[src/rtl/bs_pkg.sv]
// ---------------------------------------------------------------------------
// bs_pkg
// Shared widths, defaults, cell control and set size helper of the sorter.
// ---------------------------------------------------------------------------
`timescale 1ns / 1ps

package bs_pkg;

  localparam int unsigned DATA_W           = 64;
  localparam int unsigned SIZE_W           = 3;
  localparam int unsigned MAX_ELEMENTS_DEF = 64;
  localparam logic [SIZE_W-1:0] SIZE_LG_MIN = 3'd1;
  localparam logic [SIZE_W-1:0] SIZE_LG_MAX = 3'd6;
  localparam logic [SIZE_W-1:0] SIZE_RESET  = 3'd6;

  typedef struct packed {
    logic insert;
    logic shift;
    logic clear;
  } cell_ctrl_t;

  // clamp the size register to the legal range and the chain length
  function automatic logic [SIZE_W-1:0] eff_size_lg(input logic [SIZE_W-1:0] size,
                                                    input logic [SIZE_W-1:0] cap);
    logic [SIZE_W-1:0] lg;
    lg = size;
    if (lg < SIZE_LG_MIN) lg = SIZE_LG_MIN;
    if (lg > SIZE_LG_MAX) lg = SIZE_LG_MAX;
    if (lg > cap) lg = cap;
    return lg;
  endfunction

endpackage

[src/rtl/bs_cell.sv]
// ---------------------------------------------------------------------------
// bs_cell
// One slot of the sorted chain: insert from the left, shift out to the left.
// ---------------------------------------------------------------------------
`timescale 1ns / 1ps

module bs_cell
  import bs_pkg::*;
(
  input  logic              clk_i,
  input  logic              rst_ni,
  input  cell_ctrl_t        ctrl_i,
  input  logic [DATA_W-1:0] x_i,
  input  logic [DATA_W-1:0] left_val_i,
  input  logic              left_occ_i,
  input  logic              left_gt_i,
  input  logic [DATA_W-1:0] right_val_i,
  input  logic              right_occ_i,
  output logic [DATA_W-1:0] val_o,
  output logic              occ_o,
  output logic              gt_o
);

  logic [DATA_W-1:0] val_q, val_d;
  logic              occ_q, occ_d;

  assign gt_o  = occ_q && ($signed(val_q) > $signed(x_i));
  assign val_o = val_q;
  assign occ_o = occ_q;

  always_comb begin
    val_d = val_q;
    occ_d = occ_q;
    if (ctrl_i.clear) begin
      occ_d = 1'b0;
    end else if (ctrl_i.shift) begin
      val_d = right_val_i;
      occ_d = right_occ_i;
    end else if (ctrl_i.insert) begin
      if (left_gt_i) begin
        val_d = left_val_i;
        occ_d = 1'b1;
      end else if (left_occ_i && (!occ_q || gt_o)) begin
        val_d = x_i;
        occ_d = 1'b1;
      end
    end
  end

  always_ff @(posedge clk_i or negedge rst_ni) begin
    if (!rst_ni) begin
      occ_q <= 1'b0;
    end else begin
      occ_q <= occ_d;
    end
  end

  always_ff @(posedge clk_i) begin
    val_q <= val_d;
  end

endmodule

[config.mk]
export PLATFORM = sky130hd
export DESIGN_NAME = bs_cell
export DESIGN_NICKNAME = d
export VERILOG_FILES = /design/src/rtl/bs_pkg.sv /design/src/rtl/bs_cell.sv
export SDC_FILE = /design/constraint.sdc
export NUM_CORES = 1
export LEC_CHECK = 0
export BUFFER_PORTS_ARGS = -buffer_cell sky130_fd_sc_hd__clkbuf_2
export CAP_MARGIN = 10
export CORE_MARGIN = 1
export CORE_UTILIZATION = 42
export CTS_CLUSTER_DIAMETER = 120
export DETAILED_ROUTE_END_ITERATION = 10
export GPL_TIMING_DRIVEN = 0
export PLACE_DENSITY = 0.8
export SETUP_SLACK_MARGIN = 0.5
export SKIP_CTS_REPAIR_TIMING = 1
export SLEW_MARGIN = 20
export SYNTH_ARGS = -nofsm -noshare
export SYNTH_HDL_FRONTEND = slang
export SYNTH_SLANG_ARGS = --single-unit
[constraint.sdc]
create_clock -name clk_i -period 4.65 [get_ports clk_i]
set_input_delay 0.465 -clock clk_i [delete_from_list [all_inputs] [get_ports clk_i]]
set_output_delay 0.465 -clock clk_i [all_outputs]
set_load 0.1 [all_outputs]
==> run summary, run 1 <==
Reg-to-Reg End - val_o[16]
Critical Path Start Type - flop
Flop pwr share - 35.0%
Power density over the cells - 302.6 nW/µm²
Critical path type - flop to output pin
Multiplexer share of the synthesized area - 13.16%
Final period util - 77.66%
Final ANT Viol Nets - 0
Dpl ws - 0.9476 ns
Clock network latency to the later pin of the worst-skew pair - 0.33 ns
Critical path's slowest cell - clkbuf_2
Final WS setup - 1.039 ns
Worst-margin pin slew - 0.7187 ns
Max Cap Viol - 0
Ys flop type - edfxtp_1
Antenna violations before repair - 0
Synth top area cells - edfxtp_1, ha_1, mux2i_1
Compound-cell area share of the yosys netlist - 12.53%
Final Max Slew Viols - 0
Die area - 12210 µm²
Final Hold Violating Endpoints - 0
Yosys top cell area share - 38.87%
Hpwl dp - 11740 µm
Synth Area in XOR/XNOR - 0.1771%
Clock Tree Root - clkbuf_16
Initial DRC count - 171
Share of flip-flops with an asynchronous set or reset - 1.538%
Final instance count without filler cells - 949
Placement Rows - 39
# clock sinks - 65
Cell-internal power - 0.001294 W
Reg clk slew, reported paths - 0.06 ns
Setup Skew - 0.004485 ns
GPL Wtd Cong - 0.8034
Post-synthesis cell area - 4945 µm²
Pin count of the biggest net entering global routing - 22
CTS tree - built
Critical Path End Type - output pin
LEAKAGE - 3.616 nW
GRT Total Usage - 23.43%
Synthesized-area fraction occupied by adder cells - 16.19%
Main combinational cell family by area after synthesis - adder cells
Syn Area/Cell - 9.491 µm²
Sw frac - 37.36%
Htree depth - 3
Status - finished, final reports clean
HP Class - input pin to flop
Reg2reg setup slack - 1.23 ns
CP Data Required Time - 4.18 ns
Top Ports - 266
Worst path bufs/invs - 1
Final nets - 1065
Critical path fanouts, max - 5
Sequential share of the synthesized area - 39.37%
Residual DRC - 0
Routed WL per cell - 14.79 µm
Deepest clock path buffer count - 2
Starting Density - 43.12%
RSZ-0062 raised after global routing - no
Vias per cell - 5.102
GRT overflow - 0
Die width - 110.5 µm
Final core occ - 59.54%
Total Power - 0.002066 W
Total wire length - 14040 µm
Fin crit period - 3.611 ns
Hold path depth - 2
Comb pwr share - 34.4%
Port Buf Inserts - 265
Crit path max-delay family - simple AND/OR/NAND/NOR gates
Worst VDD drop - 0.0002028 V
Max Fclk - 276.9 MHz
Simple-gate portion of the synthesized area - 11.97%
Setup total negative slack - 0 ns
First-pass GRT wire length - 22730 µm
Layout area overhead - 38.08%
Filler Cells Inserted - 1028
Yosys cell types - 36
Clock buffer count from CTS - 9
Slew Limit Headroom - 52.09%
Die Ht - 110.5 µm
CP Data Arrival Time - 3.15 ns
Number of enable flip-flop cells after synthesis - 64
Slowest stage delay, CP - 0.47 ns
# setup viols final - 0
Yosys warns - 0
Synth area leader - edfxtp_1
Hold EP - occ_o
Pre-Repair DR Iteration Count - 4
Core Area - 11470 µm²
Dpl cells - 932
Diode count - 0
Part of the power in the clock network - 30.6%
Layout cells sized above 1 - 36.48%
DR vias - 4842
R2R Path Start - val_o[63]
Vias in the first global route - 4872
Worst hold start - ctrl_i[0]
Synth Instances - 521
P_sw - 0.0007719 W
Worst R2R Path Depth - 10
Yosys reg bits - 65
Critical path cell sequence - ha_1 > nand4_2 > nor4_4 > and4_1 > nand3_2 > o211a_1 > xnor2_1 > nor2_2 > clkbuf_2
Syn_nets - 785
cell usage after synthesis, types with 2 or more instances:
library cell and n:
edfxtp_1 64, a21oi_1 23, inv_1 64, nor2b_1 2, a21o_1 3, o31ai_1 2, nand4_1 11, mux2i_1 65
a221oi_1 3, nor3_1 4, nand2_1 81, clkbuf_1 15, and4_1 3, o21ai_1 4, nor4_1 2, nand3_1 7
ha_1 64, nor2_1 11, a211oi_1 4, o21ai_0 68, buf_2 6
area by class of cell:
cell class                 count  area (µm²)  share of cell area, %
clock inverter                 3       15.01                 0.2199
buffer                        21       86.33                  1.264
sequential                    65        1947                  28.51
timing repair buffer         269        1419                  20.78
inverter                      64       240.2                  3.518
clock buffer                  13       260.3                  3.812
tap                          143       178.9                  2.620
multi-input combinational    371        2681                  39.27
cell families after synthesis:
| kind of cell | count (synthesis) |
|---|---|
| simple gates | 128 |
| buf+inv | 85 |
| flops | 65 |
| mux | 65 |
| compound gates | 113 |
| xor+xnor | 1 |
| fa+ha+maj | 64 |
worst max-delay path by stage:
stage	end	start	depth (start not counted)	slack, ns
global placement	val_o[53]	x_i[63]	11	0.25
global route	gt_o	val_o[46]	10	0.80
CTS	gt_o	val_o[63]	10	0.95
floorplan	val_o[0]	val_o[63]	8	0.76
detailed placement	val_o[21]	x_i[63]	13	0.95
finish	gt_o	val_o[63]	9	1.04
stage by stage:
step | hold WS [ns] | cell area [µm²]
floorplan | 0.1694 | 4955
global placement | 0.2416 | 6460
detailed placement | 0.2424 | 6543
CTS | -0.1106 | 6818
global route | 0.3401 | 6828
finish | 0.3532 | 6828
state kept, by name (all words and copies together), names as in the netlist:
register,flops
val_o,64
occ_o,1
cells in the final DEF, fill, tap and decap left out, types with 2 or more instances in the layout:
| cell type | synthesis | final |
|---|---|---|
| o31ai_1 | 2 | 2 |
| clkinv_2 | 0 | 3 |
| clkbuf_8 | 0 | 2 |
| and4_1 | 3 | 3 |
| clkbuf_16 | 0 | 9 |
| nand2_1 | 81 | 81 |
| mux2i_1 | 65 | 65 |
| clkbuf_1 | 15 | 17 |
| nor2b_1 | 2 | 2 |
| nor4_1 | 2 | 2 |
| nor3_1 | 4 | 4 |
| buf_16 | 0 | 3 |
| a221oi_1 | 3 | 3 |
| o21ai_1 | 4 | 4 |
| a211oi_1 | 4 | 4 |
| ha_1 | 64 | 64 |
| o21ai_0 | 68 | 68 |
| buf_2 | 6 | 6 |
| nand4_1 | 11 | 11 |
| clkbuf_2 | 0 | 265 |
| nor2_1 | 11 | 9 |
| edfxtp_1 | 64 | 64 |
| a21oi_1 | 23 | 23 |
| inv_1 | 64 | 64 |
| a21o_1 | 3 | 3 |
| nand3_1 | 7 | 7 |
metal layers:
layer / up-vias / routed length [µm] / GRT usage, %
li1: 2435 / - / -
met1: 2210 / 5733 / 25.93
met2: 177 / 7183 / 43.89
met3: 20 / 874 / 4.995
met4: 0 / 248 / 8.000
met5: - / 0 / 0
power groups by stage:
stage	registers, W	clock network, W	logic [W]
2_1_floorplan	0.00102	0	0.000220
3_3_place_gp	0.000735	0	0.000691
3_5_place_dp	0.000736	0	0.000712
4_1_cts	0.000724	0.000641	0.000715
5_1_grt	0.000729	0.000670	0.000767
6_report	0.000724	0.000632	0.000710
worst reg2reg max path: stages, from the launching register on:
cell and delay, ns:
edfxtp_1 0.38, ha_1 0.42, nand4_2 0.20, nor4_4 0.42
and4_1 0.31, nand3_2 0.11, o211a_1 0.25, mux2i_1 0.16
nor2_4 0.47, buf_16 0.23, buf_16 0.17
Note: power is estimated with default switching activity, not from simulation.
==> run 2: changes to the inputs <==
==> constraint.sdc (replaced) <==
create_clock -name clk_i -period 2.9 [get_ports clk_i]
set_input_delay 0.29 -clock clk_i [delete_from_list [all_inputs] [get_ports clk_i]]
set_output_delay 0.29 -clock clk_i [all_outputs]
set_load 0.1 [all_outputs]
==> run summary, run 2 (synthesized netlist as in run 1, its figures left out) <==
Status - finished, violations left (was finished, final reports clean)
Failing checks - negative setup slack
Max Cap Viol - 0 (unchanged)
# clock sinks - 65 (unchanged)
Setup total negative slack - -9.165 ns (was 0 ns)
Reg clk slew, reported paths - 0.06 ns (about the same)
Critical path fanouts, max - 3 (was 5)
Max reg flops - 64 (unchanged)
Multi-input gate area - 2821 µm² (was 2681 µm²)
Filler Cells Inserted - 1020 (was 1028)
GRT overflow - 0 (unchanged)
Final core occ - 62.11% (was 59.54%)
Sequential Area - 1947 µm² (unchanged)
Core Area - 11470 µm² (unchanged)
Max Fclk - 323.7 MHz
Placement Rows - 39 (unchanged)
Fin crit period - 3.089 ns
Final Hold Violating Endpoints - 0 (unchanged)
Worst path bufs/invs - 1 (unchanged)
Slowest stage delay, CP - 0.43 ns (was 0.47 ns)
Critical Path End Type - output pin (unchanged)
Antenna violations before repair - 0 (unchanged)
Critical path's slowest cell - edfxtp_1 (was clkbuf_2)
Final nets - 1077 (was 1065)
Pre-Repair DR Iteration Count - 4 (unchanged)
CP Data Required Time - 2.61 ns (was 4.18 ns)
Slew Limit Headroom - 48.82% (was 52.09%)
Port Buf Inserts - 265 (unchanged)
Clock buffer count from CTS - 9 (unchanged)
Commonest non-fill, non-tap cell in the layout - clkbuf_2 (unchanged)
Dpl ws - -0.2526 ns (was 0.9476 ns)
Final period util - 106.5%
Final ANT Viol Nets - 0 (unchanged)
Power density over the cells - 466.3 nW/µm² (was 302.6 nW/µm²)
CP Data Arrival Time - 2.80 ns (was 3.15 ns)
Pin count of the biggest net entering global routing - 29 (was 22)
Total Power - 0.003321 W (was 0.002066 W)
# setup viols final - 65 (was 0)
Starting Density - 43.12% (unchanged)
CTS tree - built (unchanged)
Setup Skew - 0.006967 ns (was 0.004485 ns)
DR vias - 4858 (was 4842)
Routed WL per cell - 14.81 µm (was 14.79 µm)
Htree depth - 3 (unchanged)
Most frequent cells in the layout - clkbuf_2, nand2_1, o21ai_0 (unchanged)
Layout cells sized above 1 - 38.63% (was 36.48%)
HP Class - input pin to flop (unchanged)
Final WS setup - -0.1890 ns (was 1.039 ns)
Layout area overhead - 44.03% (was 38.08%)
LEAKAGE - 3.696 nW (was 3.616 nW)
Hpwl dp - 11320 µm (was 11740 µm)
GPL Wtd Cong - 0.7939 (was 0.8034)
Die area - 12210 µm² (unchanged)
Final Max Slew Viols - 0 (unchanged)
GRT Total Usage - 22.36% (was 23.43%)
Worst-margin pin slew - 0.7676 ns (was 0.7187 ns)
Vias in the first global route - 4833 (was 4872)
Crit path max-delay family - simple AND/OR/NAND/NOR gates (unchanged)
Initial DRC count - 159 (was 171)
Clock Tree Root - clkbuf_16 (unchanged)
Diode count - 0 (unchanged)
Worst VDD drop - 0.0002421 V (was 0.0002028 V)
Critical path type - flop to output pin (unchanged)
Deepest clock path buffer count - 2 (unchanged)
RSZ-0062 raised after global routing - yes (was no)
First-pass GRT wire length - 22110 µm (was 22730 µm)
Die Ht - 110.5 µm (unchanged)
Residual DRC - 0 (unchanged)
Top Ports - 266 (unchanged)
Critical path cell sequence - ha_4 > nand4_1 > nor4_4 > and4_4 > and2b_1 > nor3_1 > o211a_1 > xnor2_2 > nor2_4 > buf_12 (was ha_1 > nand4_2 > nor4_4 > and4_1 > nand3_2 > o211a_1 > xnor2_1 > nor2_2 > clkbuf_2)
Critical Path Start Type - flop (unchanged)
Die width - 110.5 µm (unchanged)
Vias per cell - 5.055 (was 5.102)
Clock network latency to the later pin of the worst-skew pair - 0.32 ns (was 0.33 ns)
Total wire length - 14230 µm (was 14040 µm)
[run 2: cell count changes in the layout (fill, tap and decap cells not counted), moves of 3 or more]
| cell | delta |
|---|---|
| buf_12 | +3 |
| clkbuf_16 | +4 |
| clkinv_1 | +4 |
| buf_4 | +6 |
| ha_4 | +8 |
| ha_1 | -8 |
[run 2: cell type report]
class                      instances  area share (%)
buffer                            21           1.212
multi-input combinational        371           39.62
tap                              143           2.512
clock inverter                     6          0.3514
clock buffer                      10           3.215
inverter                          64           3.373
timing repair buffer             281           22.38
sequential                        65           27.34
[run 2: through the flow]
stage               hold slack, ns  cell area [µm²]  instances
finish                      0.1392             7122        961
global route                0.1501             7122        961
CTS                        -0.2804             6815        947
detailed placement         0.06667             6561        931
global placement           0.06589             6521        929
floorplan                -0.005591             5016        521
[run 2: where the power goes]
part           switching (W)  internal (W)  leakage (nW)
registers          0.0000398       0.00112         0.629
clock network       0.000383      0.000563         0.126
logic               0.000829      0.000381          2.94
[run 2: per-layer routing]
layer / global-route usage (%) / wire [µm]
met5: 0 / 0
met4: 7.022 / 213
met3: 3.787 / 750
met2: 41.66 / 7384
met1: 25.83 / 5879
[run 2: worst reg2reg max path, stage by stage, from the launching register on]
cell       delay [ns]
edfxtp_1         0.43
ha_4             0.29
nand4_1          0.15
nor4_4           0.41
and4_4           0.31
and2b_1          0.15
nor3_1           0.05
o211a_1          0.18
buf_4            0.15
mux2i_2          0.15
nor2_4           0.14
buf_12           0.18
clkbuf_16        0.18
[run 2: final timing paths]
| check | end | from | cells after the start | slack (ns) |
|---|---|---|---|---|
| worst max-delay path | gt_o | val_o[51] | 10 | -0.19 |
| worst min-delay path | occ_o | ctrl_i[0] | 2 | 0.14 |
| worst max register to register | val_o[28] | val_o[51] | 12 | -0.18 |
| worst min register to register | occ_o | occ_o | 2 | 0.69 |
| max in group asynchronous | occ_o | rst_ni | 2 | 2.52 |
| min in group asynchronous | occ_o | rst_ni | 2 | 0.30 |
==> run 3: changes to the inputs <==
--- a/config.mk
+++ b/config.mk
@@ -12,7 +12,7 @@
 export CTS_CLUSTER_DIAMETER = 120
 export DETAILED_ROUTE_END_ITERATION = 10
 export GPL_TIMING_DRIVEN = 0
-export PLACE_DENSITY = 0.8
+export PLACE_DENSITY = 0.82
 export SETUP_SLACK_MARGIN = 0.5
 export SKIP_CTS_REPAIR_TIMING = 1
 export SLEW_MARGIN = 20
==> run summary, run 3 (synthesized netlist as in run 1, its figures left out) <==
Dpl ws - -0.3350 ns (was -0.2526 ns)
Critical path fanouts, max - 3 (unchanged)
Worst-margin pin slew - 0.9522 ns (was 0.7676 ns)
Final ANT Viol Nets - 0 (unchanged)
# clock sinks - 65 (unchanged)
Final core occ - 62.32% (was 62.11%)
Slew Limit Headroom - 36.52% (was 48.82%)
Clock network latency to the later pin of the worst-skew pair - 0.32 ns (about the same)
Commonest non-fill, non-tap cell in the layout - clkbuf_2 (unchanged)
GRT busiest layer - met2 (unchanged)
Met1 Use GR - 26.28% (was 25.83%)
Final period util - 105.5% (was 106.5%)
Met3 usage - 3.622% (was 3.787%)
Layout cells sized above 1 - 39.24% (was 38.63%)
Setup Skew - 0.007603 ns (was 0.006967 ns)
Max reg flops - 64 (unchanged)
Fin crit period - 3.058 ns (was 3.089 ns)
Die area - 12210 µm² (unchanged)
Part of the power in the clock network - 28.3% (was 28.5%)
Max Fclk - 327.0 MHz (was 323.7 MHz)
Met2 GRT Util - 43.35% (was 41.66%)
Dpl cells - 931 (unchanged)
CTS tree - built (unchanged)
Diode count - 0 (unchanged)
Max Cap Viol - 0 (unchanged)
Failing checks - negative setup slack (unchanged)
R2R Path Start - val_o[51] (unchanged)
CP Data Required Time - 2.61 ns (about the same)
Pre-Repair DR Iteration Count - 4 (unchanged)
Deepest clock path buffer count - 2 (unchanged)
Vias in the first global route - 4863 (was 4833)
RSZ-0062 raised after global routing - yes (unchanged)
Total wire length - 14690 µm (was 14230 µm)
Worst hold start - ctrl_i[0] (unchanged)
Placement Rows - 39 (unchanged)
Final nets - 1079 (was 1077)
Antenna violations before repair - 0 (unchanged)
Die width - 110.5 µm (unchanged)
Final instance count without filler cells - 961 (unchanged)
Setup total negative slack - -3.118 ns (was -9.165 ns)
Comb pwr share - 36.7% (was 36.4%)
Most frequent cells in the layout - clkbuf_2, nand2_1, o21ai_0 (unchanged)
GRT Total Usage - 23.06% (was 22.36%)
Hpwl dp - 11690 µm (was 11320 µm)
Pin count of the biggest net entering global routing - 28 (was 29)
Sw frac - 37.83% (was 37.69%)
Reg clk slew, reported paths - 0.06 ns (about the same)
Layout area overhead - 44.53% (was 44.03%)
Final Hold Violating Endpoints - 0 (unchanged)
Core Area - 11470 µm² (unchanged)
Residual DRC - 0 (unchanged)
Critical path type - flop to output pin (unchanged)
GRT overflow - 0 (unchanged)
CP Data Arrival Time - 2.77 ns (was 2.80 ns)
HP Class - input pin to flop (unchanged)
Initial DRC count - 146 (was 159)
Htree depth - 3 (unchanged)
# setup viols final - 65 (unchanged)
Routed WL per cell - 15.29 µm (was 14.81 µm)
Clock Tree Root - clkbuf_16 (unchanged)
Starting Density - 43.12% (unchanged)
Critical Path End Type - output pin (unchanged)
Die Ht - 110.5 µm (unchanged)
Clock buffer count from CTS - 9 (unchanged)
Cell-internal power - 0.002071 W (was 0.002069 W)
Hold slack final - 0.1473 ns (was 0.1392 ns)
Worst VDD drop - 0.0003168 V (was 0.0002421 V)
Flop pwr share - 34.9% (was 35.1%)
Final Max Slew Viols - 0 (unchanged)
LEAKAGE - 3.723 nW (was 3.696 nW)
DR vias - 4904 (was 4858)
Status - finished, violations left (unchanged)
Port Buf Inserts - 265 (unchanged)
Critical Path Start Type - flop (unchanged)
Final WS setup - -0.1583 ns (was -0.1890 ns)
Vias per cell - 5.103 (was 5.055)
Top Ports - 266 (unchanged)
GPL Wtd Cong - 0.8109 (was 0.7939)
First-pass GRT wire length - 22540 µm (was 22110 µm)
Power density over the cells - 466.1 nW/µm² (was 466.3 nW/µm²)
P_sw - 0.001260 W (was 0.001252 W)
Beginning of the critical path - val_o[51] (unchanged)
-- run 3: final cells by class --
type                            instances  area (µm²)
Clock inverter                          5       25.02
Buffer                                 21       86.33
Inverter                               64       240.2
Sequential cell                        65        1947
Multi-Input combinational cell        371        2803
Tap cell                              143       178.9
Timing Repair Buffer                  283        1642
Clock buffer                            9       225.2
Fill cell                             978        4320
-- run 3: final timing paths --
check	end	slack, ns	cells past startpoint
setup reg to reg	val_o[63]	-0.06	11
hold / removal	occ_o	0.15	2
setup / recovery	gt_o	-0.16	10
hold reg to reg	occ_o	0.69	2
min in group asynchronous	occ_o	0.28	2
max in group asynchronous	occ_o	2.53	2
-- run 3: stage by stage --
step	cell area, µm²	power, W
2_1_floorplan	5016	0.001994
3_3_place_gp	6521	0.002296
4_1_cts	6812	0.003274
3_5_place_dp	6561	0.002326
6_report	7147	0.003331
5_1_grt	7147	0.003484
-- run 3: routing by layer --
layer  wire [µm]  vias to the layer above
li1            -                     2458
met1        6086                     2244
met2        7694                      181
met3         631                       21
met4         277                        0
met5           0                        -
-- run 3: critical path: stages, from the launching register on --
cell      delay [ns]
edfxtp_1        0.43
ha_4            0.30
nand4_1         0.14
nor4_4          0.40
and4_4          0.30
and2b_2         0.17
nor3_2          0.05
o211a_1         0.20
xnor2_2         0.16
nor2_4          0.11
buf_12          0.18
-- run 3: power groups by stage --
stage	logic, W	registers (W)	clock network, W
floorplan	0.000362	0.00163	0
detailed placement	0.00114	0.00118	0
CTS	0.00115	0.00116	0.000963
global placement	0.00112	0.00118	0
finish	0.00122	0.00116	0.000944
global route	0.00131	0.00117	0.00100
